### config.mk
export PLATFORM = sky130hd
export DESIGN_NAME = i32fa_div_step
export DESIGN_NICKNAME = d
export VERILOG_FILES = /design/src/rtl/i32fa_pkg.sv /design/src/rtl/i32fa_div_step.sv
export SDC_FILE = /design/constraint.sdc
export NUM_CORES = 1
export LEC_CHECK = 0
export ABC_AREA = 0
export BUFFER_PORTS_ARGS = -buffer_cell sky130_fd_sc_hd__buf_4
export CAP_MARGIN = 20
export CELL_PAD_IN_SITES_DETAIL_PLACEMENT = 2
export CELL_PAD_IN_SITES_GLOBAL_PLACEMENT = 2
export CORE_ASPECT_RATIO = 1.2
export CORE_UTILIZATION = 31
export DETAILED_ROUTE_END_ITERATION = 6
export GPL_ROUTABILITY_DRIVEN = 1
export PLACE_DENSITY = 0.85
export SETUP_SLACK_MARGIN = 0.02
export SYNTH_ARGS = -nofsm -noshare
export SYNTH_HDL_FRONTEND = slang
export SYNTH_SLANG_ARGS = --single-unit
### constraint.sdc
create_clock -name clk -period 3.3 [get_ports clk]
set_input_delay 0.165 -clock clk [delete_from_list [all_inputs] [get_ports clk]]
set_output_delay 0.165 -clock clk [all_outputs]
set_load 0.01 [all_outputs]
### src/rtl/i32fa_pkg.sv
`timescale 1ns / 1ps
package i32fa_pkg;

  localparam int unsigned WordBits = 32;
  localparam int unsigned OpBits   = 4;

  typedef enum logic [OpBits-1:0] {
    OP_ADD  = 4'd0,
    OP_SUB  = 4'd1,
    OP_MUL  = 4'd2,
    OP_DIV  = 4'd3,
    OP_MOD  = 4'd4,
    OP_SHL  = 4'd5,
    OP_ASHR = 4'd6,
    OP_AND  = 4'd7,
    OP_EQ   = 4'd8,
    OP_NE   = 4'd9,
    OP_SGT  = 4'd10,
    OP_SGE  = 4'd11,
    OP_SLT  = 4'd12,
    OP_SLE  = 4'd13
  } op_t;

  localparam logic [WordBits-1:0] SignBit = 32'h8000_0000;
  localparam logic [WordBits-1:0] AllOnes = 32'hFFFF_FFFF;

  // Information that rides alongside the divider through every stage.
  typedef struct packed {
    logic                is_div;
    logic                is_mod;
    logic                qneg;
    logic                rneg;
    logic                ok;
    logic [WordBits-1:0] res;
  } side_t;

endpackage

### src/rtl/i32fa_div_step.sv
`timescale 1ns / 1ps
// One radix-2 restoring division step with its pipeline register.
module i32fa_div_step (
  input  logic                              clk,
  input  logic                              rst,
  input  logic                              en,
  input  logic                              valid_i,
  input  i32fa_pkg::side_t                  side_i,
  input  logic [i32fa_pkg::WordBits-1:0]    rem_i,
  input  logic [i32fa_pkg::WordBits-1:0]    quo_i,
  input  logic [i32fa_pkg::WordBits-1:0]    div_i,
  output logic                              valid_o,
  output i32fa_pkg::side_t                  side_o,
  output logic [i32fa_pkg::WordBits-1:0]    rem_o,
  output logic [i32fa_pkg::WordBits-1:0]    quo_o,
  output logic [i32fa_pkg::WordBits-1:0]    div_o
);
  logic [i32fa_pkg::WordBits:0]   shifted;
  logic [i32fa_pkg::WordBits:0]   diff;
  logic                           take;

  assign shifted = {rem_i, quo_i[i32fa_pkg::WordBits-1]};
  assign diff    = shifted - {1'b0, div_i};
  assign take    = ~diff[i32fa_pkg::WordBits];

  always_ff @(posedge clk) begin
    if (rst) begin
      valid_o <= 1'b0;
    end else if (en) begin
      valid_o <= valid_i;
    end
  end

  always_ff @(posedge clk) begin
    if (en) begin
      side_o <= side_i;
      div_o  <= div_i;
      rem_o  <= take ? diff[i32fa_pkg::WordBits-1:0] : shifted[i32fa_pkg::WordBits-1:0];
      quo_o  <= {quo_i[i32fa_pkg::WordBits-2:0], take};
    end
  end
endmodule

**Word level (Yosys, flattened, before mapping)**

Cells that the tools add are included.

- Flip-flop bits (word level): 134
- Bits of input ports: 137
- Word-level logic and storage cells: 13

- Add/subtract/negate cells: 1
- Mux-type cells: 1
- Bitwise gates (word level): 1

Operators with widths:

| kind | number |
|---|---|
| $sub A33 B32 Y33 | 1 |
| $mux W32 | 1 |
| $not A1 Y1 | 1 |

**Longest topological paths before layout**

- Word-level depth: 2
- Mapped depth: 12
- Depth with buffers taken out: 11

**Least setup slack after synthesis**

No wires, ideal clock.

- Kind: input to register
- From: input quo_i[31] (netlist name)
- To: register rem_o[10] (netlist name), data pin
- Setup time: 0.260 ns
- Arrival: 2.439 ns
- Data required time: 3.040 ns
- Setup slack: 0.601 ns
- Stages: 12
- Path through: inv_1 -> ha_1 -> fa_1 -> nand2b_1 -> a21oi_1 -> o211ai_1 -> a21oi_1 -> o31a_2 -> mux2i_1 -> nor2_2 -> buf_6 -> mux2_4

- Word-level cells in the longest chain between the ends: 2

Ends and longest elaborated chain:

| item | RTL line | text |
|---|---|---|
| from (decl) | i32fa_div_step.sv:10 | `input logic [i32fa_pkg::WordBits-1:0] quo_i,` |
| $sub A33 B32 Y33 | i32fa_div_step.sv:23 | `assign diff = shifted - {1'b0, div_i};` |
| $mux W32 | i32fa_div_step.sv:38 | `rem_o <= take ? diff[i32fa_pkg::WordBits-1:0] : shifted[i32fa_pkg::WordBits-1:0];` |
| to (signal assigned) | i32fa_div_step.sv:38 |  |
| to (decl) | i32fa_div_step.sv:14 | `output logic [i32fa_pkg::WordBits-1:0] rem_o,` |

Every way passes these cells.
A chain may end at the register's enable or synchronous reset.

**Worst setup path in the final report**

- From: input div_i[15] (netlist name)
- To: register rem_o[28] (netlist name), data pin

- Word-level cells in the longest chain between the ends: 2

Ends and longest elaborated chain:

| item | RTL line | text |
|---|---|---|
| from (decl) | i32fa_div_step.sv:11 | `input logic [i32fa_pkg::WordBits-1:0] div_i,` |
| $sub A33 B32 Y33 | i32fa_div_step.sv:23 |  |
| $mux W32 | i32fa_div_step.sv:38 |  |

Every way passes these cells.

==> results.md <==
- Vias in the first global route: about 6700
- Sequential area share after synthesis: between 60% and 70%
- DP Area: roughly 0.009 mm²
- Asr flop ratio synth: 0%
- Final core utilization: about 53%
- Synth top area share: approximately three fifths
- Top_reg_cell synth: edfxtp_1
- Total power: between 5000 and 6000 µW
- Mapped Area: between 0.006 and 0.007 mm²
- Worst Hold Class: in -> reg
- Clk root buf: clkbuf_16
- 1st-iter DRT viols: 653
- Initial core utilization: 31.9%
- Ys Warns: 0
- Die Ht: 161 µm
- Static leakage: 0.00473 µW
- Setup slack after layout: -0.192 ns
- Part of the cycle the worst path needs: 106%
- Seq cells post-synth: ~130
- Design area: around 0.011 mm²
- Vias post-DR: ~6500
- Status: finished, violations left
- Routability-driven placement congestion ratio: ~0.80
- First-pass GRT wire length: between 40000 and 50000 µm
- Worst Path Required: approximately 3.5 ns
- Failing checks: negative setup slack
- Via/cell ratio: approximately 5.6
- Clock buffer count from CTS: 17
- Post-route DRC violation count: 0
- I/O Pins: 271
- Die width: 134 µm
- WS Path Type: in -> reg
- Clk slew on worst S/H paths: roughly 0.09 ns
- DRT met1 WL: ~14000 µm
- Final Setup Violations: 27
- Global-route usage over all layers: between 30% and 40%
- HPWL Detailed: between 15000 and 20000 µm
- Clock Path Buffers: 2
- Worst-margin pin slew: 1.01 ns
- Area leader, netlist: edfxtp_1
- Setup crit end kind: flop
- WL met3: approximately 2700 µm
- Power Density: about 530 mW/mm²
- Clock latency on the worst-skew pair: 0.45 ns
- Initial antenna violation count: 2
- Drt total wl: ~39000 µm
- VDD IR-drop max: around 0.00039 V
- Largest net degree at the start of global routing: approximately 100
- Highest Signal Layer: met5
- CP arrival: between 3 and 4 ns
- First-pass iteration count of the detailed router: 4
- Mapped Avg Cell Area: 13.6 µm²
- Core ar.: 0.0204 mm²
- Synth unique cells: 50
- Peak fanout along the critical path: 7
- Mapped Nets: 650
- Mapped Cells: 480
- Fin Clk Skew: 0 ns
- Rel. slew slack: about 33%
- Max-Cap Viols: 0
- Row count: 57
- Grt total ovfl: 0
- Die area: between 0.02 and 0.025 mm²
- Routed len/inst: approximately 33 µm
- Share of layout cells above drive strength 1: 42.4%
- Clock Sinks: around 130
- Startpoint Class: primary input
- F_max: ~0.29 GHz
- Area Growth Syn to Fin: 65.2%
- # port buffers: between 200 and 300
- Period minus WS final: between 3 and 4 ns
- TritonCTS clock tree: done
- DRT antenna net count: 0
- Post-synth EDFFs: roughly 130
- Layout net count: 1053
- WL met2: 19300 µm
- # H-tree levels: 4
- Fin. max-slew vios: 0
- Main area contributors after synthesis: edfxtp_1, ha_1, mux2_4, a21oi_1, inv_1
- Hold Vio Cnt, Final: 0
Yosys cell counts (all sizes together) (4+ instances only):
library cell / number
a21o: 18
a21oi: 39
and3: 4
buf: 5
clkbuf: 6
edfxtp: 133
ha: 32
inv: 38
mux2: 28
mux2i: 6
nand2: 27
nand2b: 8
nand3: 10
nand4: 6
nor2: 20
nor2b: 5
nor3: 4
o211ai: 6
o21a: 5
o21ai: 18
o21bai: 5
xnor2: 13
xor2: 10
critical path: stages:
cell and delay, ns:
dlygate4sd3_1 0.55, buf_4 0.13, inv_1 0.05, ha_2 0.44, nand2_1 0.15, o311a_1 0.39, o21ai_1 0.20, a21o_1 0.22
o31a_2 0.27, mux2i_4 0.31, nor2_4 0.07, clkbuf_16 0.20, clkbuf_4 0.21, mux2_4 0.33
per-layer routing:
metal	vias to the layer above	GRT usage, %
li1	2609	-
met1	3290	35.5
met2	452	55.2
met3	133	6.57
met4	2	12.7
met5	-	0
path summary, 6_finish.rpt:
check             cells past startpoint                   end                  from  slack [ns]
hold / removal                        2   rem_o[31]$_DFFE_PP_             rem_i[30]        0.04
hold reg to reg                       2  valid_o$_SDFFE_PP0P_  valid_o$_SDFFE_PP0P_        0.70
setup reg to reg                      2  valid_o$_SDFFE_PP0P_  valid_o$_SDFFE_PP0P_        2.51
setup / recovery                     14   rem_o[28]$_DFFE_PP_             div_i[15]       -0.19
cell usage in the layout (no fill, tap or decap), types with 6 or more instances in the layout:
cell           instances
buf_4                288
edfxtp_1             133
dlygate4sd3_1        101
inv_1                 38
a21oi_1               31
nand2_1               27
mux2_4                25
ha_1                  25
clkbuf_16             19
nor2_1                18
a21o_1                18
o21ai_0               15
xnor2_1               13
nand3_1               10
xor2_1                10
nand2b_1               7
o211ai_1               6
nand4_1                6
registers in the layout, indices dropped and copies added (netlist names):
signal	count
valid_o	1
quo_o	32
rem_o	32
side_o	37
div_o	32
cell families after synthesis:
family / after synthesis / share of synthesized area (%)
flip-flops: 134 / 61.6
AO/OA/AOI/OAI: 107 / 10.5
AND/OR/NAND/NOR: 100 / 7.91
buffers and inverters: 49 / 3.23
multiplexers: 34 / 7.20
adder cells (fa/ha/maj): 33 / 6.45
XOR/XNOR: 23 / 3.09
power breakdown:
part | total, µW | internal [µW] | switching (µW) | leakage, µW
registers | 2180 | 2080 | 97.8 | 0.00131
clock network | 2010 | 998 | 1010 | 0.000270
logic | 1540 | 727 | 812 | 0.00315
total | 5730 | 3800 | 1920 | 0.00473
what timing repair did:
| item | 4_1_cts | 5_1_grt |
|---|---|---|
| endpoints found under the setup margin | 0 | 33 |
| gates resized for setup | 0 | 32 |
| hold buffers | 101 | 0 |
| endpoints found under the hold margin | 101 | 0 |
| buffers inserted | 0 | 16 |
layout make-up:
| type | instances | area [µm²] |
|---|---|---|
| repair buffers | 395 | 3280 |
| multi-input cells | 297 | 2430 |
| flip-flops and latches | 134 | 4010 |
| fillers | 1970 | 9630 |
| clock inverters | 15 | 139 |
| inverters | 38 | 143 |
| well taps | 265 | 332 |
| diodes | 1 | 2.50 |
| clock buffers | 17 | 425 |
per-stage QoR:
step / setup TNS, ns / std cells / hold WS, ns / worst slack, ns
after floorplan: 0 / 480 / 0.237 / 0.601
after global placement: 0 / 1010 / 0.324 / 0.258
after detailed placement: 0 / 1010 / 0.339 / 0.179
after CTS: 0 / 1143 / 0.00345 / 0.0875
after global routing: -3.16 / 1161 / 0.0349 / -0.206
final: -2.46 / 1162 / 0.0355 / -0.192
Power figures use the tool's default switching activity.
